==> src/interval_merger_defines.svh <==
// ---------------------------------------------------------------------------
// Interval merger assertion macros
// Shared concurrent assertion helpers for the interval merger.
// ---------------------------------------------------------------------------
`ifndef INTERVAL_MERGER_DEFINES_SVH
`define INTERVAL_MERGER_DEFINES_SVH
`ifndef SYNTHESIS
`define IMR_ASSERT_IMP(label, clk, rst, ante, cons) \
   label: assert property (@(posedge clk) disable iff (rst) (ante) |-> (cons)) \
      else $error("implication check failed");
`define IMR_ASSERT_NXT(label, clk, rst, ante, cons) \
   label: assert property (@(posedge clk) disable iff (rst) (ante) |=> (cons)) \
      else $error("next-cycle check failed");
`else
`define IMR_ASSERT_IMP(label, clk, rst, ante, cons)
`define IMR_ASSERT_NXT(label, clk, rst, ante, cons)
`endif
`endif

==> src/imr_pkg.sv <==
// ---------------------------------------------------------------------------
// Interval merger package
// Shared constants and command/status types for the interval merger.
// ---------------------------------------------------------------------------
package imr_pkg;

   localparam int MAX_INTERVALS_DEF = 64;
   localparam int COORD_W = 32;

   // Write data select codes for the interval store.
   localparam logic [1:0] WSEL_REQ   = 2'd0;
   localparam logic [1:0] WSEL_RDATA = 2'd1;
   localparam logic [1:0] WSEL_KEY   = 2'd2;

   typedef struct packed {
      logic       we;
      logic [1:0] wsel;
      logic       key_ld;
      logic       cur_ld;
      logic       cur_merge;
      logic       out_ld;
      logic       out_last;
      logic       out_ovf;
   } cmd_type;

   typedef struct packed {
      logic key_less;
      logic gap;
      logic out_free;
   } status_type;

endpackage

==> src/imr_controller.sv <==
// ---------------------------------------------------------------------------
// Interval merger controller
// Sequences loading, in-place insertion sort and the merge walk.
// ---------------------------------------------------------------------------
module imr_controller #(
   parameter int MAX_INTERVALS = imr_pkg::MAX_INTERVALS_DEF,
   parameter int AW = $clog2(MAX_INTERVALS)
) (
   input  logic                clock,
   input  logic                reset,
   input  logic                req_valid,
   input  logic                req_last,
   output logic                req_ready,
   input  imr_pkg::status_type status,
   output imr_pkg::cmd_type    cmd,
   output logic [AW-1:0]       waddr,
   output logic [AW-1:0]       raddr
);
   import imr_pkg::*;

   localparam int CW = $clog2(MAX_INTERVALS + 1);

   localparam logic [2:0] ST_LOAD   = 3'd0;
   localparam logic [2:0] ST_KEY    = 3'd1;
   localparam logic [2:0] ST_KLAT   = 3'd2;
   localparam logic [2:0] ST_CMP    = 3'd3;
   localparam logic [2:0] ST_PUT    = 3'd4;
   localparam logic [2:0] ST_MFIRST = 3'd5;
   localparam logic [2:0] ST_MSTEP  = 3'd6;
   localparam logic [2:0] ST_FINAL  = 3'd7;

   logic [2:0]    state_ff, state_in;
   logic [CW-1:0] cnt_ff, cnt_in, n_ff, n_in, i_ff, i_in, j_ff, j_in, idx_ff, idx_in;
   logic          ovf_ff, ovf_in;
   logic [CW-1:0] addr_w, addr_r;
   logic          room;

   assign room = cnt_ff < CW'(MAX_INTERVALS);

   always_comb begin
      state_in  = state_ff;
      cnt_in    = cnt_ff;
      n_in      = n_ff;
      i_in      = i_ff;
      j_in      = j_ff;
      idx_in    = idx_ff;
      ovf_in    = ovf_ff;
      cmd       = '0;
      cmd.out_ovf = ovf_ff;
      addr_w    = cnt_ff;
      addr_r    = idx_ff;
      req_ready = 1'b0;
      case (state_ff)
         ST_LOAD: begin
            req_ready = 1'b1;
            if (req_valid) begin
               if (room) begin
                  cmd.we   = 1'b1;
                  cmd.wsel = WSEL_REQ;
                  cnt_in   = cnt_ff + CW'(1);
               end else begin
                  ovf_in = 1'b1;
               end
               if (req_last) begin
                  n_in     = room ? cnt_ff + CW'(1) : cnt_ff;
                  i_in     = CW'(1);
                  state_in = ST_KEY;
               end
            end
         end
         ST_KEY: begin
            if (i_ff >= n_ff) begin
               addr_r   = '0;
               state_in = ST_MFIRST;
            end else begin
               addr_r   = i_ff;
               j_in     = i_ff;
               state_in = ST_KLAT;
            end
         end
         ST_KLAT: begin
            cmd.key_ld = 1'b1;
            addr_r     = j_ff - CW'(1);
            state_in   = ST_CMP;
         end
         ST_CMP: begin
            cmd.we = 1'b1;
            addr_w = j_ff;
            if (status.key_less) begin
               cmd.wsel = WSEL_RDATA;
               j_in     = j_ff - CW'(1);
               if (j_ff == CW'(1)) begin
                  state_in = ST_PUT;
               end else begin
                  addr_r = j_ff - CW'(2);
               end
            end else begin
               cmd.wsel = WSEL_KEY;
               i_in     = i_ff + CW'(1);
               state_in = ST_KEY;
            end
         end
         ST_PUT: begin
            cmd.we   = 1'b1;
            cmd.wsel = WSEL_KEY;
            addr_w   = '0;
            i_in     = i_ff + CW'(1);
            state_in = ST_KEY;
         end
         ST_MFIRST: begin
            cmd.cur_ld = 1'b1;
            if (n_ff == CW'(1)) begin
               state_in = ST_FINAL;
            end else begin
               addr_r   = CW'(1);
               idx_in   = CW'(1);
               state_in = ST_MSTEP;
            end
         end
         ST_MSTEP: begin
            if (!status.gap || status.out_free) begin
               if (status.gap) begin
                  cmd.out_ld = 1'b1;
                  cmd.cur_ld = 1'b1;
               end else begin
                  cmd.cur_merge = 1'b1;
               end
               if (idx_ff == n_ff - CW'(1)) begin
                  state_in = ST_FINAL;
               end else begin
                  idx_in = idx_ff + CW'(1);
                  addr_r = idx_ff + CW'(1);
               end
            end
         end
         ST_FINAL: begin
            if (status.out_free) begin
               cmd.out_ld   = 1'b1;
               cmd.out_last = 1'b1;
               cnt_in       = '0;
               ovf_in       = 1'b0;
               state_in     = ST_LOAD;
            end
         end
         default: begin
            state_in = ST_LOAD;
         end
      endcase
   end

   assign waddr = addr_w[AW-1:0];
   assign raddr = addr_r[AW-1:0];

   always_ff @(posedge clock) begin
      if (reset) begin
         state_ff <= ST_LOAD;
         cnt_ff   <= '0;
         ovf_ff   <= 1'b0;
      end else begin
         state_ff <= state_in;
         cnt_ff   <= cnt_in;
         ovf_ff   <= ovf_in;
      end
   end

   always_ff @(posedge clock) begin
      n_ff   <= n_in;
      i_ff   <= i_in;
      j_ff   <= j_in;
      idx_ff <= idx_in;
   end

endmodule

==> config.mk <==
export PLATFORM = sky130hd
export DESIGN_NAME = imr_controller
export DESIGN_NICKNAME = d
export VERILOG_FILES = /design/src/interval_merger_defines.svh /design/src/imr_pkg.sv /design/src/imr_controller.sv
export SDC_FILE = /design/constraint.sdc
export NUM_CORES = 1
export LEC_CHECK = 0
export BUFFER_PORTS_ARGS = -buffer_cell sky130_fd_sc_hd__buf_4
export CORE_ASPECT_RATIO = 0.7
export CORE_MARGIN = 1.5
export CORE_UTILIZATION = 55
export DETAILED_ROUTE_END_ITERATION = 7
export PLACE_DENSITY = 0.77
export REMOVE_ABC_BUFFERS = 1
export SLEW_MARGIN = 10
export SYNTH_ARGS = -nofsm -noshare
export SYNTH_HDL_FRONTEND = slang
export SYNTH_SLANG_ARGS = --single-unit
==> constraint.sdc <==
create_clock -name clock -period 2.72 [get_ports clock]
set_input_delay 0.136 -clock clock [delete_from_list [all_inputs] [get_ports clock]]
set_output_delay 0.136 -clock clock [all_outputs]
set_load 0.01 [all_outputs]
==> results of run 1 <==
power breakdown:
part           total, mW  leakage, nW  switching (mW)  internal [mW]
Clock              0.513       0.0562           0.239          0.274
Combinational       1.65         1.27           0.918          0.728
Sequential         0.885        0.349           0.122          0.763
Total               3.04         1.67            1.28           1.76
kinds of logic (layout without fill, tap and decap cells):
group | Yosys count | in the layout
buf+inv | 46 | 104
xor+xnor | 26 | 26
mux | 8 | 8
fa+ha+maj | 16 | 16
flops | 39 | 39
simple gates | 147 | 147
compound gates | 109 | 109
layout by cell type, fill, tap and decap left out, types with 3 or more instances in the layout:
| master | synthesis | routed |
|---|---|---|
| o21ai_0 | 23 | 20 |
| dfxtp_1 | 11 | 11 |
| a21o_1 | 3 | 3 |
| and3_1 | 8 | 8 |
| a211o_1 | 5 | 5 |
| a22o_1 | 3 | 3 |
| a31oi_1 | 10 | 10 |
| nand4_1 | 3 | 3 |
| xnor2_1 | 13 | 13 |
| and2_1 | 6 | 5 |
| ha_1 | 16 | 14 |
| nand2_1 | 42 | 40 |
| buf_4 | 3 | 77 |
| nand2b_1 | 7 | 7 |
| nor3b_1 | 5 | 3 |
| edfxtp_1 | 28 | 28 |
| clkbuf_8 | 5 | 5 |
| nor2b_1 | 8 | 6 |
| inv_1 | 18 | 16 |
| a21oi_1 | 23 | 22 |
| a22oi_1 | 3 | 3 |
| a211oi_2 | 0 | 3 |
| nor2_1 | 32 | 32 |
| a21boi_0 | 5 | 4 |
| mux2i_1 | 5 | 5 |
| xor2_1 | 13 | 13 |
| nand3_1 | 17 | 17 |
| nor3_1 | 8 | 8 |
| a211oi_1 | 6 | 3 |
final timing paths:
path | endpoint | slack, ps | cells past startpoint
hold reg to reg | ovf_ff | 500 | 2
setup / recovery | raddr[5] | -270 | 9
hold / removal | state_ff[2] | 90 | 2
setup reg to reg | idx_ff[0] | 160 | 9
layout make-up:
class / instances / area, um^2
multi-input combinational: 306 / 2140
clock inverter: 3 / 42.5
clock buffer: 5 / 68.8
timing repair buffer: 78 / 589
sequential: 39 / 1060
inverter: 18 / 67.6
tap: 75 / 93.8
fill: 435 / 1720
sequential cells by signal, summed over array words and instances (netlist names):
name	cells
cnt_ff	7
i_ff	7
idx_ff	7
j_ff	7
n_ff	7
state_ff	3
ovf_ff	1
worst max-delay path: stages (launching register included):
cell and delay, ps:
edfxtp_1 380, inv_2 80, ha_4 120, or4b_4 470
o31ai_4 270, mux2_2 380, a221o_1 310, a211o_1 270
o221a_2 120, buf_4 140
through the flow:
step | cells | power [mW] | worst slack, ps | hold slack [ps]
floorplan | 363 | 1.77 | 9.03 | 205
CTS | 521 | 2.94 | -255 | 75.3
global route | 524 | 3.19 | -363 | 82.0
detailed placement | 501 | 2.36 | 33.3 | 403
global placement | 501 | 2.31 | 61.9 | 398
finish | 524 | 3.04 | -270 | 85.8
metal layers:
| metal | global-route usage (%) | vias to the layer above | wire length (um) |
|---|---|---|---|
| li1 | - | 1546 | - |
| met4 | 12.7 | 0 | 188 |
| met1 | 44.6 | 1590 | 4430 |
| met2 | 46.2 | 214 | 4550 |
| met5 | 0 | - | 0 |
| met3 | 6.78 | 23 | 992 |
repair_timing:
action,CTS,global route
buffers inserted,12,4
gates resized for setup,16,13
pin swaps,9,3
setup endpoints to repair,6,6
==> results.py, run 1 <==
metrics = {
    "sta": {
        "final-hold-violation-count": 0,
        "period_share_pct": 110,
        "maxSlewViolCount": 0,
        "tns_ps": -997,
        "tightest_slew_ps": 663,
        "skew_ps": 4.33,
        "setup_violations": 6,
        "setup_slack_ps": -270,
        "rsz0062_at_grt": "true",
        "fmax_mhz": 334,
        "relSlewSlack_pct": 55.8,
        "fin_crit_ps": 2990,
    },
    "detailed_routing": {
        "drtIter0Drc": 422,
        "drtAntennaViolNets": 0,
        "vias": 3373,
        "drt-total-wl_um": 10200,
        "viasPerCell": 6.44,
        "drc_errors": 0,
        "dr.pass1.iters": 5,
        "wire_per_inst_um": 19.4,
    },
    "synth": {
        "synth.ff_latch_count": 39,
        "yosysWarnings": 0,
        "synth.mux.area_fraction_pct": 2.62,
        "ys_seq_area_share_pct": 31.8,
        "syn_area_per_cell_um2": 8.54,
        "yosys.cell_types.count": 66,
        "synth-edff-count": 28,
        "synth.cell_area_um2": 3340,
        "yosys.area_share.xor_xnor_pct": 6.82,
        "synth_top_family_by_area": "compound AO/OA/AOI/OAI gates",
        "async_reset_ff_share_pct": 0,
        "synth-simple-area-share_pct": 22.5,
        "synth_common_cells": "nand2_1, nor2_1, edfxtp_1",
        "synth_ff_type": "edfxtp_1",
        "synth_top_area_share_pct": 25.2,
        "synth_area_leader_cell": "edfxtp_1",
        "synthAdderAreaFrac_pct": 5.99,
        "yosys-top-cells-area": "edfxtp_1, dfxtp_1, ha_1",
        "synth_compound_area_share_pct": 23.0,
        "synth_most_common_cell": "nand2_1",
        "netlist_instances": 391,
    },
    "finish": {
        "fin_nets": 471,
        "syn_to_final_growth_pct": 21.6,
        "final_area_um2": 4060,
        "final_layout_size_suffix_gt1_share_pct": 27.4,
        "diodes": 0,
        "final_util_pct": 70.2,
    },
    "critical_path": {
        "r2r-start": "n_ff[1]",
        "critPathMaxFanout": 4,
        "cp.required_ps": 2580,
        "arrival_ps": 2850,
        "worstSetupStartpointType": "flip-flop",
        "startpoint": "j_ff[1]",
        "crit_path_end_kind": "output port",
        "path_class": "reg2out",
    },
    "global_routing": {
        "grt_pass1_vias": 2912,
        "grt_pass1_wl_um": 15000,
        "grt_max_degree": 23,
        "grt_overflow_total": 0,
        "antenna_found_initial": 0,
        "track_usage_pct": 31.4,
    },
    "status": {
        "failed_checks": "negative setup slack",
        "status": "finished with violations",
    },
    "clock_network": {
        "numCtsBuffers": 5,
        "cts_tree": "done",
        "cts_root_buffer": "clkbuf_8",
        "clk_path_buf_depth": 2,
        "clkLatencyLatePin_ps": 310,
        "cts.sinks": 39,
        "htree_levels": 2,
        "clk_pin_slew_ps": 80,
        "hold_buffers": 0,
    },
    "worst_hold_path": {
        "worstHoldStart": "reset",
        "hold_path.class": "in2reg",
    },
    "flow_run": {
        "max-cap-violations": 0,
    },
    "floorplan": {
        "start_util_pct": 57.7,
        "die_w_um": 96.1,
        "row_count": 23,
        "fp.dieH_um": 68.2,
        "core-area_um2": 5780,
        "dieArea_um2": 6560,
        "ios": 29,
    },
    "power": {
        "vdd_drop_max_uv": 472,
        "p_leak_nw": 1.67,
        "p_per_area_nw_per_um2": 750,
    },
    "placed_design": {
        "numPortBuffers": 28,
        "routabilityCongestion": 0.979,
        "placed_cell_area_um2": 3730,
        "hpwl_um": 7320,
    },
}
(Power assumes the default switching activity.)
==> run 2, diff against run 1 <==
- SKIP_LAST_GASP: unset -> 1
==> results.py, run 2 (same netlist as run 1, synthesis figures left out) <==
metrics = {
    "clock_network": {
        "cts_root_buffer": "clkbuf_8",
        "clk_pin_slew_ps": 90,
        "clkLatencyLatePin_ps": 310,
        "cts_tree": "done",
        "cts.sinks": 39,
        "numCtsBuffers": 5,
        "clk_path_buf_depth": 2,
        "htree_levels": 2,
    },
    "sta": {
        "skew_ps": 7.49,
        "final-hold-violation-count": 0,
        "setup_violations": 5,
        "fin_crit_ps": 2980,
        "rsz0062_at_grt": "true",
        "period_share_pct": 110,
        "setup_slack_ps": -260,
        "relSlewSlack_pct": 55.2,
        "tightest_slew_ps": 673,
        "maxSlewViolCount": 0,
        "fmax_mhz": 336,
    },
    "detailed_routing": {
        "drtIter0Drc": 419,
        "wire_per_inst_um": 19.2,
        "dr.pass1.iters": 5,
        "drtAntennaViolNets": 0,
        "viasPerCell": 6.48,
        "vias": 3396,
        "drt-total-wl_um": 10100,
        "drc_errors": 0,
    },
    "critical_path": {
        "critPathSlowestCell": "or4b_4",
        "critPathMaxFanout": 4,
        "cp.required_ps": 2580,
        "r2r_slack_ps": 130,
        "max_stage_delay_ps": 470,
        "crit_chain": "inv_2 -> ha_4 -> or4b_4 -> o31ai_4 -> mux2_2 -> a221o_1 -> a211o_1 -> o221a_2 -> buf_4",
        "worstSetupStartpointType": "flip-flop",
        "path_class": "reg2out",
        "arrival_ps": 2840,
        "crit_path_end_kind": "output port",
        "path_delay_family": "compound AO/OA/AOI/OAI gates",
        "path_buf_inv": 2,
    },
    "finish": {
        "mostFrequentLayoutCell": "buf_4",
        "fin_cells": 524,
        "num-fill-cells": 437,
        "final_area_um2": 4050,
        "final_layout_size_suffix_gt1_share_pct": 26.9,
        "mostFrequentLayoutCells": "buf_4, nand2_1, nor2_1",
        "diodes": 0,
        "syn_to_final_growth_pct": 21.3,
        "fin_nets": 471,
    },
    "floorplan": {
        "row_count": 23,
        "core-area_um2": 5780,
        "die_w_um": 96.1,
        "ios": 29,
        "start_util_pct": 57.7,
        "dieArea_um2": 6560,
        "fp.dieH_um": 68.2,
    },
    "global_routing": {
        "grt_pass1_vias": 2911,
        "grt_pass1_wl_um": 15000,
        "grt_max_degree": 23,
        "track_usage_pct": 31.4,
        "grt_overflow_total": 0,
        "antenna_found_initial": 0,
    },
    "flow_run": {
        "max-cap-violations": 0,
    },
    "power": {
        "p_per_area_nw_per_um2": 748,
        "vdd_drop_max_uv": 470,
        "p_leak_nw": 1.67,
    },
    "placed_design": {
        "hpwl_um": 7320,
        "routabilityCongestion": 0.979,
        "numPortBuffers": 28,
        "placed_cell_area_um2": 3730,
        "placed_cells": 501,
    },
    "status": {
        "failed_checks": "negative setup slack",
        "status": "finished with violations",
    },
    "worst_hold_path": {
        "hold_path.class": "in2reg",
    },
}
## run 2: cell counts in the layout (fill, tap and decap cells not counted)
No cell type changed its count.
## run 2: final timing paths
check | from | end | cells after the start
worst max-delay path | j_ff[1] | raddr[5] | 9
worst max register to register | n_ff[1] | idx_ff[0] | 9
worst min register to register | ovf_ff | ovf_ff | 2
worst min-delay path | reset | cnt_ff[1] | 2
## run 2: final cells by class
class                           count  area, um^2  share of cell area [%]
Timing Repair Buffer               78         586                    14.5
Inverter                           18        67.6                    1.67
Clock inverter                      3        42.5                    1.05
Sequential cell                    39        1060                    26.2
Tap cell                           75        93.8                    2.32
Clock buffer                        5        68.8                    1.70
Multi-Input combinational cell    306        2130                    52.6
## run 2: worst reg2reg max path: cells and delay by family (launching register included)
family / cells / cell delay, ps
AO/OA/AOI/OAI: 4 / 680
flip-flops: 1 / 430
AND/OR/NAND/NOR: 2 / 780
adder cells (fa/ha/maj): 1 / 170
buffers and inverters: 2 / 280
## run 2: timing repair
| item | in CTS | in global routing |
|---|---|---|
| buffers inserted | 12 | 4 |
| resized for setup | 14 | 12 |
| pin swaps | 8 | 3 |
| hold buffers | 0 | 0 |
| setup endpoints to repair | 6 | 7 |
## run 2: routing by layer
layer / global-route usage, % / vias up / part of all wire, %
met3: 6.78 / 36 / 10
met2: 46.2 / 232 / 44
met5: 0 / - / 0
met1: 44.6 / 1583 / 43
li1: - / 1545 / -
met4: 12.7 / 0 / 2.4
## run 2: power breakdown
group / total (mW) / switching [mW] / internal [mW]
Clock: 0.512 / 0.238 / 0.274
Sequential: 0.884 / 0.121 / 0.762
Combinational: 1.63 / 0.910 / 0.725
Total: 3.03 / 1.27 / 1.76
## run 2: metrics by stage
step	setup slack, ps	setup TNS, ps	hold WS (ps)	utilization, %	power (mW)
2_1_floorplan	9.03	0	205	-	1.77
3_3_place_gp	61.9	0	398	64.5	2.31
3_5_place_dp	33.3	0	403	64.5	2.36
4_1_cts	-255	-729	75.3	68.8	2.94
5_1_grt	-363	-1580	82.0	70.0	3.18
6_report	-260	-970	79.1	70.0	3.03
